File: config.mk
export PLATFORM = sky130hd
export DESIGN_NAME = rbb_regs
export DESIGN_NICKNAME = d
export VERILOG_FILES = /design/src/rbb_pkg.sv /design/src/rbb_regs.sv
export SDC_FILE = /design/constraint.sdc
export NUM_CORES = 1
export LEC_CHECK = 0
export BUFFER_PORTS_ARGS = -buffer_cell sky130_fd_sc_hd__buf_4
export CORE_ASPECT_RATIO = 1.2
export CORE_MARGIN = 8
export CORE_UTILIZATION = 44
export CTS_BUF_LIST = sky130_fd_sc_hd__clkbuf_8
export DETAILED_ROUTE_END_ITERATION = 10
export PLACE_DENSITY_LB_ADDON = 0.25
export SYNTH_ARGS = -nofsm -noshare
export SYNTH_HDL_FRONTEND = slang
export SYNTH_SLANG_ARGS = --single-unit
File: constraint.sdc
create_clock -name clk -period 1.2 [get_ports clk]
set_clock_uncertainty 0.05 [all_clocks]
set_input_delay 0.12 -clock clk [delete_from_list [all_inputs] [get_ports clk]]
set_output_delay 0.12 -clock clk [all_outputs]
set_load 0.02 [all_outputs]
File: src/rbb_pkg.sv
// ----------------------------------------------------------------------------
// rbb_pkg: shared types and constants of the row box blur
// Beat structs, configuration struct, controller command and status
// groups, register codes and the channel scaling function.
// ----------------------------------------------------------------------------
package rbb_pkg;

	localparam int CHAN_N      = 4;
	localparam int CHAN_W      = 8;
	localparam int PIX_W       = CHAN_N * CHAN_W;
	localparam int REACH_W     = 6;
	localparam int REACH_N     = 1 << REACH_W;
	localparam int SCALE_W     = 25;
	localparam int SUM_W       = 15;
	localparam int PROD_W      = SUM_W + SCALE_W;
	localparam int SCALE_SHIFT = 24;
	localparam int CNT_W       = 6;
	localparam int ADDR_W      = 4;
	localparam int DATA_W      = 32;

	localparam logic [SCALE_W-1:0] SCALE_RESET = SCALE_W'(1 << SCALE_SHIFT);
	localparam logic [PROD_W:0]    ROUND_HALF  = (PROD_W+1)'(1 << (SCALE_SHIFT - 1));

	// Register indexes on the configuration port.
	localparam logic [1:0] REG_LEFT_REACH  = 2'd0;
	localparam logic [1:0] REG_RIGHT_REACH = 2'd1;
	localparam logic [1:0] REG_RECIP_SCALE = 2'd2;

	typedef struct packed {
		logic [PIX_W-1:0] pixel_in;
		logic             row_end;
	} rbb_in_t;

	typedef struct packed {
		logic [PIX_W-1:0] pixel_out;
		logic             row_done;
		logic             run_last;
	} rbb_out_t;

	typedef struct packed {
		logic [REACH_W-1:0] left_reach;
		logic [REACH_W-1:0] right_reach;
		logic [SCALE_W-1:0] recip_scale;
	} rbb_cfg_t;

	typedef struct packed {
		logic take;
		logic issue;
		logic emit;
		logic step_in;
		logic row_clear;
	} rbb_cmd_t;

	typedef struct packed {
		logic row_last;
		logic emit_due;
		logic flush_done;
		logic out_free;
	} rbb_stat_t;

	typedef enum logic [1:0] {
		ST_IDLE,
		ST_DECIDE,
		ST_SCALE
	} rbb_state_t;

	// Rounds a channel product down by the scale shift and clamps it to 8 bits.
	function automatic logic [CHAN_W-1:0] scale_chan(input logic [PROD_W-1:0] prod);
		logic [PROD_W:0] rnd;
		rnd = {1'b0, prod} + ROUND_HALF;
		if (|rnd[PROD_W:SCALE_SHIFT+CHAN_W]) begin
			return '1;
		end
		return rnd[SCALE_SHIFT +: CHAN_W];
	endfunction

endpackage

File: src/rbb_regs.sv
// ----------------------------------------------------------------------------
// rbb_regs: configuration registers
// APB-style register file holding the window reaches and the scale factor.
// ----------------------------------------------------------------------------
module rbb_regs (
	input  logic                      clk,
	input  logic                      arst_n,
	input  logic                      psel,
	input  logic                      penable,
	input  logic                      pwrite,
	input  logic [rbb_pkg::ADDR_W-1:0] paddr,
	input  logic [rbb_pkg::DATA_W-1:0] pwdata,
	output logic [rbb_pkg::DATA_W-1:0] prdata,
	output logic                      pready,
	output rbb_pkg::rbb_cfg_t         cfg
);
	import rbb_pkg::*;

	rbb_cfg_t   cfg_q;
	logic       wr_en;
	logic [1:0] reg_idx;

	assign pready  = 1'b1;
	assign wr_en   = psel & penable & pwrite;
	assign reg_idx = paddr[ADDR_W-1:2];
	assign cfg     = cfg_q;

	always_ff @(posedge clk or negedge arst_n) begin
		if (!arst_n) begin
			cfg_q.left_reach  <= '0;
			cfg_q.right_reach <= '0;
			cfg_q.recip_scale <= SCALE_RESET;
		end else if (wr_en) begin
			case (reg_idx)
				REG_LEFT_REACH:  cfg_q.left_reach  <= pwdata[REACH_W-1:0];
				REG_RIGHT_REACH: cfg_q.right_reach <= pwdata[REACH_W-1:0];
				REG_RECIP_SCALE: cfg_q.recip_scale <= pwdata[SCALE_W-1:0];
				default: ;
			endcase
		end
	end

	always_comb begin
		case (reg_idx)
			REG_LEFT_REACH:  prdata = DATA_W'(cfg_q.left_reach);
			REG_RIGHT_REACH: prdata = DATA_W'(cfg_q.right_reach);
			REG_RECIP_SCALE: prdata = DATA_W'(cfg_q.recip_scale);
			default:         prdata = '0;
		endcase
	end

endmodule

==> metrics.csv <==
metric;value;unit
status;finished, violations left;
violations;negative setup slack;
core_area;3910;um2
place_area;2557;um2
drt-pass1-iter-count;4;
maxCapViolCount;0;
synth_top_area_share;50.67;%
overflow;0;
ff2ff_path_depth;2;
num_io_pins;111;
synth.largest_area_cell;dfrtp_1;
hold_violations;0;
initial_core_util;45.47;%
ys_types;20;
syn_area;1778;um2
cp-end-kind;primary output;
grt_usage;16.66;%
crit_type;reg2out;
startpoint_type;register;
min_path_cells;2;
leakage;0.001451;uW
hpwlAfterDp;3.915;mm
hold_class;in2reg;
fin_crit;1.239;ns
fp.dieH;85.64;um
insertion_delay;0.28;ns
finalCritPeriodShare;103.3;%
die_x;74.03;um
num_antenna_cells;0;
rsz0062_at_grt;true;
cp_data_arrival_time;1.07;ns
yosysMostFrequentCell;dfrtp_1;
yosysSeqAreaShare;52.15;%
clk_pin_slew;0.07;ns
grt_antenna_before_repair;0;
cts_buffers;5;
worstHoldStart;pwdata[11];
via_per_inst;4.751;
first_global_vias;1616;
wl_per_cell;17.76;um
async_reset_ff_share;100.0;%
cts_tree;yes;
reg2reg_from;cfg[36];
rr_endpoint;cfg[36];
max-vdd-ir-drop;0.8149;mV
synth_common_cells;dfrtp_1 (36), mux2_2 (30), and2_1 (19);
synth_area_leaders;dfrtp_1 (51%), mux2_2 (19%), and2_1 (6.7%);
area_growth;58.27;%
setup_violations;6;
cts.path.max_buffers;2;
dp_slack;-0.1260;ns
routed_wl;5.416;mm
fp.dieArea;6340;um2
ctsHtreeMaxLevel;2;
drc;0;
min_to;cfg[11];
io_buffers;93;
ys_seq_elements;37;
setup_ws;-0.03930;ns
grt_pass1_wl;8.190;mm
drt_iter0_drc;41;
antenna_left;0;
gp_congestion;0.7452;
vias;1449;
largest_reg_flops;37;
power.density;1603;nW/um2
synth_edf_count;0;
ys.flop_type;dfrtp_1;
slew_viol_final;0;
drive_gt1_share;67.73;%
postSynthCellCount;133;
ff2ff_setup_slack;0.24;ns
grt_max_degree;38;
yosys_warnings;0;
finalInstanceArea;2814;um2
worstPathRequired;1.03;ns
floorplan.rows;25;
synth_area_per_cell;13.37;um2
crit_fanout;3;
fmax;806.9;MHz
nNetsFinal;291;
hold_ws;0.01479;ns
cts_sinks;37;
cts_root_buf;clkbuf_8;
[final cells by class]
class	instances	area [um2]
sequential	37	927.1
tap	54	67.56
clock inverter	3	11.26
multi-input combinational	87	787.0
clock buffer	5	68.82
fill	281	1096
timing repair buffer	119	952.2
[metrics by stage]
stage               utilization [%]  instances  power, uW  TNS [ns]
finish                        71.97        305       4510  -0.08688
global route                  71.97        305       4712   -0.3918
CTS                           70.40        304       4496  -0.09816
detailed placement            65.41        283       3546    -3.563
global placement              65.41        283       3481    -2.299
floorplan                         -        139       2684    -1.343
[cell usage in the layout, fill, tap and decap left out]
cell / count
and2_1: 12
and2_4: 7
buf_12: 1
buf_4: 105
buf_6: 11
clkbuf_8: 5
conb_1: 8
dfrtp_1: 36
dfstp_2: 1
dlygate4sd3_1: 2
inv_1: 3
mux2_1: 1
mux2_2: 30
mux2_4: 6
mux2i_1: 6
nand2_1: 6
nand3_4: 1
nor2b_4: 1
nor3_2: 1
nor3b_4: 1
o21ai_1: 6
or3b_1: 1
[per-layer routing]
| layer | up-vias | part of all wire [%] | GRT usage, % |
|---|---|---|---|
| li1 | 667 | - | - |
| met1 | 710 | 36 | 16.76 |
| met2 | 65 | 53 | 29.57 |
| met3 | 7 | 11 | 7.468 |
| met4 | 0 | 0.87 | 4.736 |
| met5 | - | 0 | 0 |
[cells by family (layout without fill, tap and decap cells)]
group                  Yosys count  after routing  synth area share [%]
AND/OR/NAND/NOR                 30             30                 10.98
AO/OA/AOI/OAI                    6              6                 1.689
multiplexers                    43             43                 28.08
other                            2              8                0.4224
buffers and inverters           15            127                 6.685
flip-flops                      37             37                 52.15
[where the power goes]
part | leakage [uW] | switching (uW) | internal (uW) | total [uW]
Sequential | 0.000452 | 222 | 1550 | 1770
Clock | 0.0000519 | 410 | 387 | 797
Combinational | 0.000948 | 951 | 993 | 1940
Total | 0.00145 | 1580 | 2930 | 4510
[how the worst max path moves through the flow]
| stage | start | end | slack (ns) |
|---|---|---|---|
| 6_report | cfg[24] | prdata[24] | -0.04 |
| 5_1_grt | cfg[25] | prdata[0] | -0.09 |
| 4_1_cts | cfg[24] | prdata[24] | -0.05 |
| 3_5_place_dp | pwrite | cfg[30] | -0.13 |
| 3_3_place_gp | pwrite | cfg[28] | -0.1 |
| 2_1_floorplan | paddr[3] | cfg[14] | -0.06 |
[critical path: stages, from the launching register on]
cell     delay (ns)
dfstp_2        0.54
and2_4         0.14
buf_6          0.11
[what timing repair did]
action | 4_1_cts | 5_1_grt
endpoints found under the setup margin | 24 | 25
buffers inserted | 11 | 0
pin swaps | 0 | 1
hold buffers | 2 | 0
resized for setup | 9 | 21
endpoints found under the hold margin | 37 | 0
cloned | 0 | 3
Power figures use the tool's default switching activity.
