### src/rbb_pkg.sv
// ----------------------------------------------------------------------------
// rbb_pkg: shared types and constants of the row box blur
// Beat structs, configuration struct, controller command and status
// groups, register codes and the channel scaling function.
// ----------------------------------------------------------------------------
package rbb_pkg;

	localparam int CHAN_N      = 4;
	localparam int CHAN_W      = 8;
	localparam int PIX_W       = CHAN_N * CHAN_W;
	localparam int REACH_W     = 6;
	localparam int REACH_N     = 1 << REACH_W;
	localparam int SCALE_W     = 25;
	localparam int SUM_W       = 15;
	localparam int PROD_W      = SUM_W + SCALE_W;
	localparam int SCALE_SHIFT = 24;
	localparam int CNT_W       = 6;
	localparam int ADDR_W      = 4;
	localparam int DATA_W      = 32;

	localparam logic [SCALE_W-1:0] SCALE_RESET = SCALE_W'(1 << SCALE_SHIFT);
	localparam logic [PROD_W:0]    ROUND_HALF  = (PROD_W+1)'(1 << (SCALE_SHIFT - 1));

	// Register indexes on the configuration port.
	localparam logic [1:0] REG_LEFT_REACH  = 2'd0;
	localparam logic [1:0] REG_RIGHT_REACH = 2'd1;
	localparam logic [1:0] REG_RECIP_SCALE = 2'd2;

	typedef struct packed {
		logic [PIX_W-1:0] pixel_in;
		logic             row_end;
	} rbb_in_t;

	typedef struct packed {
		logic [PIX_W-1:0] pixel_out;
		logic             row_done;
		logic             run_last;
	} rbb_out_t;

	typedef struct packed {
		logic [REACH_W-1:0] left_reach;
		logic [REACH_W-1:0] right_reach;
		logic [SCALE_W-1:0] recip_scale;
	} rbb_cfg_t;

	typedef struct packed {
		logic take;
		logic issue;
		logic emit;
		logic step_in;
		logic row_clear;
	} rbb_cmd_t;

	typedef struct packed {
		logic row_last;
		logic emit_due;
		logic flush_done;
		logic out_free;
	} rbb_stat_t;

	typedef enum logic [1:0] {
		ST_IDLE,
		ST_DECIDE,
		ST_SCALE
	} rbb_state_t;

	// Rounds a channel product down by the scale shift and clamps it to 8 bits.
	function automatic logic [CHAN_W-1:0] scale_chan(input logic [PROD_W-1:0] prod);
		logic [PROD_W:0] rnd;
		rnd = {1'b0, prod} + ROUND_HALF;
		if (|rnd[PROD_W:SCALE_SHIFT+CHAN_W]) begin
			return '1;
		end
		return rnd[SCALE_SHIFT +: CHAN_W];
	endfunction

endpackage

### src/rbb_ctrl.sv
// ----------------------------------------------------------------------------
// rbb_ctrl: blur sequencer
// Takes one pixel at a time and walks the datapath through each result
// that the pixel causes, including the flush at row end.
// ----------------------------------------------------------------------------
module rbb_ctrl (
	input  logic               clk,
	input  logic               arst_n,
	input  logic               pix_valid,
	output logic               pix_stall,
	input  rbb_pkg::rbb_stat_t stat,
	output rbb_pkg::rbb_cmd_t  cmd
);
	import rbb_pkg::*;

	rbb_state_t state_q;
	rbb_state_t state_d;

	always_ff @(posedge clk or negedge arst_n) begin
		if (!arst_n) begin
			state_q <= ST_IDLE;
		end else begin
			state_q <= state_d;
		end
	end

	always_comb begin
		state_d = state_q;
		case (state_q)
			ST_IDLE: begin
				if (pix_valid) begin
					state_d = ST_DECIDE;
				end
			end
			ST_DECIDE: begin
				if (stat.row_last || stat.emit_due) begin
					state_d = ST_SCALE;
				end else begin
					state_d = ST_IDLE;
				end
			end
			ST_SCALE: begin
				if (stat.out_free) begin
					if (stat.row_last && !stat.flush_done) begin
						state_d = ST_DECIDE;
					end else begin
						state_d = ST_IDLE;
					end
				end
			end
			default: state_d = ST_IDLE;
		endcase
	end

	always_comb begin
		cmd       = '0;
		pix_stall = 1'b1;
		case (state_q)
			ST_IDLE: begin
				pix_stall = 1'b0;
				cmd.take  = pix_valid;
			end
			ST_DECIDE: begin
				if (stat.row_last || stat.emit_due) begin
					cmd.issue = 1'b1;
				end else begin
					cmd.step_in = 1'b1;
				end
			end
			ST_SCALE: begin
				if (stat.out_free) begin
					cmd.emit = 1'b1;
					if (!stat.row_last) begin
						cmd.step_in = 1'b1;
					end else if (stat.flush_done) begin
						cmd.row_clear = 1'b1;
					end
				end
			end
			default: ;
		endcase
	end

endmodule

### config.mk
export PLATFORM = sky130hd
export DESIGN_NAME = rbb_ctrl
export DESIGN_NICKNAME = d
export VERILOG_FILES = /design/src/rbb_pkg.sv /design/src/rbb_ctrl.sv
export SDC_FILE = /design/constraint.sdc
export NUM_CORES = 1
export LEC_CHECK = 0
export BUFFER_PORTS_ARGS = -buffer_cell sky130_fd_sc_hd__buf_2
export CORE_AREA = 2 2 39 41
export DETAILED_ROUTE_END_ITERATION = 7
export DIE_AREA = 0 0 41 43
export SETUP_SLACK_MARGIN = 0.4
export SLEW_MARGIN = 20
export SYNTH_ARGS = -nofsm -noshare
export SYNTH_HDL_FRONTEND = slang
export SYNTH_SLANG_ARGS = --single-unit
export TNS_END_PERCENT = 5
### constraint.sdc
create_clock -name clk -period 3.2 [get_ports clk]
set_input_delay 0.48 -clock clk [delete_from_list [all_inputs] [get_ports clk]]
set_output_delay 0.48 -clock clk [all_outputs]
set_load 0.1 [all_outputs]
==> results.py, run 1 <==
metrics = {
    "yosys": {
        "ys_ff_latch": 2,
        "seq_area_frac_synth_pct": 22.2,
        "async_flop_share_pct": 100,
        "synth.cell_area_um2": 225,
        "synth-edff-count": 0,
        "synth_cell_type_count": 14,
        "postSynthAreaPerCell_um2": 9.38,
        "synthFlopType": "dfrtp_1",
        "netlist_instances": 24,
        "yosysWarningCount": 0,
        "synth_nets": 36,
    },
    "global_route": {
        "antenna_found_initial": 0,
        "grt_pass1_vias": 201,
        "gr-total-overflow": 0,
        "grtUsageTotal_pct": 7.64,
        "grt_max_degree": 5,
        "grt_pass1_wl_um": 828,
    },
    "routing": {
        "route.vias.total": 216,
        "totalWireLength_um": 502,
        "drcViolationCount": 0,
        "wl_per_cell_um": 9.13,
        "via_per_inst": 3.93,
        "first_pass_iters": 2,
        "antenna_left": 0,
        "drt_iter0_drc": 2,
    },
    "place": {
        "place.port_buffers": 12,
        "dp_hpwl_um": 442,
        "place_congestion": 0.604,
        "dpl_worst_slack_ns": 1.21,
    },
    "floorplan": {
        "fp.dieW_um": 41,
        "die_area_um2": 1760,
        "ios": 13,
        "row_count": 14,
        "start_util_pct": 16.3,
        "core_um2": 1380,
        "fp.dieH_um": 43,
    },
    "layout": {
        "diodes": 0,
        "regMostFlops": "state_q",
        "largest_reg_flops": 2,
        "nets": 53,
        "top_regs": "state_q (2)",
        "post_route_cells_drive_above_1_share_pct": 48.7,
        "syn2layout_area_growth_pct": 51.1,
    },
    "timing": {
        "finalSetupTns_ns": 0,
        "drv_slew": 0,
        "finClkSkew_ns": 0.00339,
        "post-route-min-period_ns": 2.22,
        "tightest_slew_ns": 0.485,
        "setup_slack_ns": 0.985,
        "fin_crit_sh_pct": 69.2,
        "setup_violations": 0,
        "fmaxAchievable_mhz": 451,
        "rsz0062_at_grt": "no",
        "slew_headroom_pct": 67.9,
        "hold_violations": 0,
    },
    "setup_path": {
        "end_kind": "output pin",
        "path_delay_family": "buffers and inverters",
        "path_class": "register to output pin",
        "crit_start": "state_q[0]",
        "slowest_delay_ns": 0.44,
        "r2r-start": "state_q[0]",
        "slowest_stage": "buf_2",
        "crit_path_cell_trace": "inv_1, ha_1, and2_2, a21oi_1, nor3b_4, buf_2",
        "required_ns": 2.72,
        "cp-start-kind": "register",
        "path_buf_inv": 2,
        "path_max_fanout": 4,
        "cp_data_arrival_time_ns": 1.74,
    },
    "cts": {
        "htree_num_levels": 1,
        "clk_latency_ns": 0.22,
        "hold_buffers": 0,
        "cts-buffers-inserted": 3,
        "cts_max_path_buffers": 2,
        "clkTransAtPathRegs_ns": 0.03,
        "cts-resized-gates": 0,
        "post_cts_buffers": 0,
        "root_buffer": "clkbuf_4",
        "tritoncts": "built",
        "cts_sinks": 2,
    },
    "flow_run": {
        "drv_cap": 0,
    },
    "status": {
        "status": "finished, final reports clean",
    },
    "hold_path": {
        "hold_class": "input port to asynchronous set/reset pin",
    },
}
logic make-up after synthesis:
family | Yosys count | share of synthesized area (%)
AND/OR/NAND/NOR | 6 | 18.9
buffers and inverters | 5 | 8.33
adder cells (fa/ha/maj) | 5 | 27.8
AO/OA/AOI/OAI | 4 | 13.3
multiplexers | 2 | 9.44
flip-flops | 2 | 22.2
synth_stat cells (2+ instances only):
library cell / count / area, um2
and2_1: 2 / 12.5
dfrtp_1: 2 / 50.1
ha_1: 5 / 62.6
inv_1: 4 / 15.0
a21oi_1: 2 / 10.0
stage by stage:
stage / instance area, um2 / cells / utilization [%] / hold slack (ns)
3_5_place_dp: 318 / 52 / 23.0 / 0.268
4_1_cts: 340 / 55 / 24.6 / 0.0253
2_1_floorplan: 238 / 24 / - / 0.184
6_report: 340 / 55 / 24.6 / 0.0337
5_1_grt: 340 / 55 / 24.6 / 0.0252
3_3_place_gp: 318 / 52 / 23.0 / 0.269
layer usage:
layer | wire length [um] | global-route usage (%)
met1 | 207 | 7.10
met2 | 244 | 11.3
met3 | 49 | 4.71
met4 | 0 | 6.00
met5 | 0 | 0
final timing paths:
path,endpoint,slack [ns],depth (start not counted)
setup / recovery,cmd[1],0.98,6
setup reg to reg,state_q[0],1.79,5
hold / removal,state_q[0],0.03,1
min in group clk,state_q[0],0.57,1
max in group asynchronous,state_q[1],3.07,1
hold reg to reg,state_q[0],0.57,1
cell type report:
type	instances	area, um2
clock buffers	3	22.5
multi-input cells	17	169
flip-flops and latches	2	50.0
fillers	153	1040
inverters	5	18.8
well taps	16	20.0
repair buffers	12	60.1
cell usage in the layout (no fill, tap or decap):
cell type	count
buf_2	12
mux2i_1	1
nor3b_4	1
o22ai_2	1
ha_1	5
nand2b_1	1
a21oi_1	2
inv_1	4
o21a_1	1
and2_2	1
inv_2	1
clkbuf_4	3
nand3b_1	1
and4_1	1
dfrtp_1	2
and2_1	1
mux2_1	1
Power of run 1 is not shown: default switching activity piles up to over one toggle a cycle in this logic, so the estimate is an artifact.
==> inputs of run 2 (changes only) <==
- clock period: 3.2 -> 2.2 ns (I/O delays scaled with it)
==> results.py, run 2 (same netlist as run 1, synthesis figures left out) <==
metrics = {
    "floorplan": {
        "die_area_um2": 1760,
        "ios": 13,
        "fp.dieH_um": 43,
        "core_um2": 1380,
        "row_count": 14,
        "start_util_pct": 16.3,
        "fp.dieW_um": 41,
    },
    "layout": {
        "post_route_cells_drive_above_1_share_pct": 59.5,
        "top_regs": "state_q (2)",
        "regMostFlops": "state_q",
        "final_common_cell": "buf_2",
        "final_cell_mix": "buf_2 (7), clkbuf_4 (6), inv_1 (3), ha_1 (3), buf_4 (3)",
        "nets": 56,
        "largest_reg_flops": 2,
        "diodes": 0,
        "syn2layout_area_growth_pct": 85.6,
    },
    "setup_path": {
        "cp_data_arrival_time_ns": 1.47,
        "end_kind": "output pin",
        "path_class": "register to output pin",
        "cp-start-kind": "register",
        "path_max_fanout": 4,
        "required_ns": 1.87,
    },
    "global_route": {
        "grtUsageTotal_pct": 6.93,
        "grt_pass1_wl_um": 765,
        "antenna_found_initial": 0,
        "grt_pass1_vias": 211,
        "grt_max_degree": 5,
        "gr-total-overflow": 0,
    },
    "cts": {
        "cts_sinks": 2,
        "cts-buffers-inserted": 3,
        "tritoncts": "built",
        "cts_max_path_buffers": 2,
        "clkTransAtPathRegs_ns": 0.03,
        "htree_num_levels": 1,
        "root_buffer": "clkbuf_4",
        "clk_latency_ns": 0.22,
    },
    "timing": {
        "slew_headroom_pct": 68.0,
        "finClkSkew_ns": 0.000655,
        "fin_crit_sh_pct": 81.9,
        "rsz0062_at_grt": "yes",
        "hold_violations": 0,
        "setup_violations": 0,
        "tightest_slew_ns": 0.483,
        "finalSetupTns_ns": 0,
        "fmaxAchievable_mhz": 555,
        "post-route-min-period_ns": 1.80,
        "drv_slew": 0,
    },
    "routing": {
        "drt_iter0_drc": 4,
        "drcViolationCount": 0,
        "met2WireLength_um": 249,
        "top_layer_used": "met3",
        "wl_met1_um": 217,
        "antenna_left": 0,
        "via_per_inst": 3.91,
        "route.vias.total": 227,
        "totalWireLength_um": 500,
        "wl_per_cell_um": 8.62,
        "first_pass_iters": 3,
        "route.met3.wl_um": 34,
    },
    "hold_path": {
        "hold_class": "input port to asynchronous set/reset pin",
    },
    "flow_run": {
        "drv_cap": 0,
    },
    "status": {
        "status": "finished, final reports clean",
    },
    "place": {
        "place_congestion": 0.582,
        "place.port_buffers": 12,
    },
}
## run 2: cell types whose count changed in the layout (fill, tap and decap cells not counted), sizes merged
cell         before  now
buf              12   11
dlygate4sd3       0    1
clkbuf            3    6
## run 2: final timing paths
kind	start	end	slack, ns	depth (start not counted)
max	state_q[1]	cmd[1]	0.40	5
min	arst_n	state_q[0]	0.42	2
max reg2reg	state_q[1]	state_q[0]	0.80	5
min reg2reg	state_q[0]	state_q[0]	0.67	2
max in group asynchronous	arst_n	state_q[1]	1.69	2
min in group clk	pix_valid	state_q[1]	0.46	3
## run 2: timing repair
item / 4_1_cts / 5_1_grt
endpoints found under the setup margin: 5 / 6
pin swaps: 0 / 0
hold endpoints to repair: 2 / 0
resized for setup: 2 / 7
hold buffers: 1 / 0
buffers inserted: 0 / 2
## run 2: cell type report
cell class	count	area, um2
Fill cell	152	966
Multi-Input combinational cell	17	196
Timing Repair Buffer	15	110
Sequential cell	2	50.0
Clock buffer	3	22.5
Tap cell	16	20.0
Inverter	5	18.8
## run 2: routing by layer
metal  vias to the layer above  global-route usage (%)
met4                         0                    6.00
met2                         8                    9.69
li1                        117                       -
met1                       102                    6.45
met5                         -                       0
met3                         0                    4.71
## run 2: critical path, stage by stage, from the launching register on
cell     delay [ns]
dfrtp_1        0.43
inv_1          0.12
ha_2           0.21
a21oi_4        0.06
nor3b_4        0.22
buf_12         0.20
## run 2: through the flow
step                worst slack (ns)  utilization [%]  hold slack, ns  cells  area (um2)
finish                         0.398             30.2           0.421     58         418
global route                   0.333             30.2           0.421     58         418
CTS                            0.305             27.5           0.410     56         380
detailed placement             0.420             24.8           0.117     52         343
global placement               0.437             24.8           0.117     52         343
floorplan                    0.00874                -          0.0344     24         263
Power of run 2 is left out for the same reason.
==> inputs of run 3 (changes only) <==
- clock period: 2.2 -> 1.79 ns (I/O delays scaled with it)
==> results.py, run 3 (same netlist as run 1, synthesis figures left out) <==
metrics = {
    "global_route": {
        "antenna_found_initial": 0,
        "grt_pass1_wl_um": 834,
        "gr-total-overflow": 0,
        "grt_pass1_vias": 235,
        "grtUsageTotal_pct": 7.44,
        "grt_max_degree": 5,
    },
    "cts": {
        "cts-buffers-inserted": 3,
        "clk_latency_ns": 0.22,
        "tritoncts": "built",
        "htree_num_levels": 1,
        "clkTransAtPathRegs_ns": 0.03,
        "cts_sinks": 2,
        "cts_max_path_buffers": 2,
        "root_buffer": "clkbuf_4",
    },
    "layout": {
        "final_cells": 59,
        "final_cell_mix": "buf_2 (7), buf_12 (5)",
        "largest_reg_flops": 2,
        "diodes": 0,
        "nets": 57,
        "syn2layout_area_growth_pct": 112,
        "top_regs": "state_q (2)",
        "final_common_cell": "buf_2",
        "regMostFlops": "state_q",
        "final_util_pct": 34.4,
        "post_route_cells_drive_above_1_share_pct": 65.1,
        "fin_area_um2": 477,
    },
    "routing": {
        "via_per_inst": 3.83,
        "drcViolationCount": 0,
        "wl_per_cell_um": 8.31,
        "first_pass_iters": 1,
        "antenna_left": 0,
        "totalWireLength_um": 490,
        "drt_iter0_drc": 0,
        "route.vias.total": 226,
    },
    "timing": {
        "fin_crit_sh_pct": 93.8,
        "post-route-min-period_ns": 1.68,
        "fmaxAchievable_mhz": 596,
        "finClkSkew_ns": 0.00297,
        "rsz0062_at_grt": "yes",
        "slew_headroom_pct": 67.9,
        "drv_slew": 0,
        "finalSetupTns_ns": 0,
        "tightest_slew_ns": 0.485,
        "hold_violations": 0,
        "setup_violations": 0,
    },
    "setup_path": {
        "cp-start-kind": "register",
        "path_max_fanout": 3,
        "crit_start": "state_q[0]",
        "required_ns": 1.52,
        "cp_data_arrival_time_ns": 1.41,
        "path_class": "register to output pin",
        "r2r-start": "state_q[1]",
        "end_kind": "output pin",
    },
    "floorplan": {
        "fp.dieW_um": 41,
        "core_um2": 1380,
        "fp.dieH_um": 43,
        "die_area_um2": 1760,
        "start_util_pct": 16.3,
        "row_count": 14,
        "ios": 13,
    },
    "hold_path": {
        "hold_class": "input port to asynchronous set/reset pin",
    },
    "status": {
        "status": "finished, final reports clean",
    },
    "flow_run": {
        "drv_cap": 0,
    },
    "place": {
        "dp_hpwl_um": 419,
        "place.port_buffers": 12,
        "dp.cells": 52,
        "place_congestion": 0.644,
        "placed_cell_area_um2": 418,
    },
}
[run 3: worst max-delay path: stages, from the launching register on]
cell and delay [ns]:
dfrtp_1 0.39, inv_2 0.09, ha_4 0.12, and2_4 0.14, a21oi_4 0.04, nor3b_4 0.20
buf_12 0.20
[run 3: per-stage QoR]
| step | setup WS (ns) | hold WS (ns) |
|---|---|---|
| 2_1_floorplan | -0.340 | -0.0271 |
| 3_3_place_gp | 0.283 | 0.0544 |
| 3_5_place_dp | 0.255 | 0.0556 |
| 4_1_cts | 0.0964 | 0.349 |
| 5_1_grt | 0.0415 | 0.358 |
| 6_report | 0.111 | 0.360 |
[run 3: routing by layer]
layer  global-route usage, %  part of all wire, %  routed length, um
met1                    6.77                   36                175
met2                    11.9                   56                272
met3                    1.57                  8.6                 42
met4                    8.00                    0                  0
met5                       0                    0                  0
[run 3: path summary, 6_finish.rpt]
| kind | endpoint | slack, ns | depth (start not counted) |
|---|---|---|---|
| hold reg to reg | state_q[0] | 0.55 | 1 |
| max in group asynchronous | state_q[1] | 1.32 | 2 |
| setup / recovery | cmd[1] | 0.11 | 6 |
| hold / removal | state_q[1] | 0.36 | 2 |
| setup reg to reg | state_q[0] | 0.43 | 5 |
| min in group clk | state_q[1] | 0.39 | 3 |
[run 3: cell type report]
cell class                 count  area, um2
clock buffer                   3       22.5
fill                         141        907
inverter                       5       18.8
multi-input combinational     17        196
sequential                     2       51.3
tap                           16       20.0
timing repair buffer          16        168
[run 3: timing repair]
item                                   4_1_cts  5_1_grt
buffers inserted                             3        0
gates resized for setup                      3        0
hold buffers                                 1        0
pin swaps                                    2        0
setup endpoints to repair                    7        7
endpoints found under the hold margin        2        0
Power of run 3 is left out for the same reason.
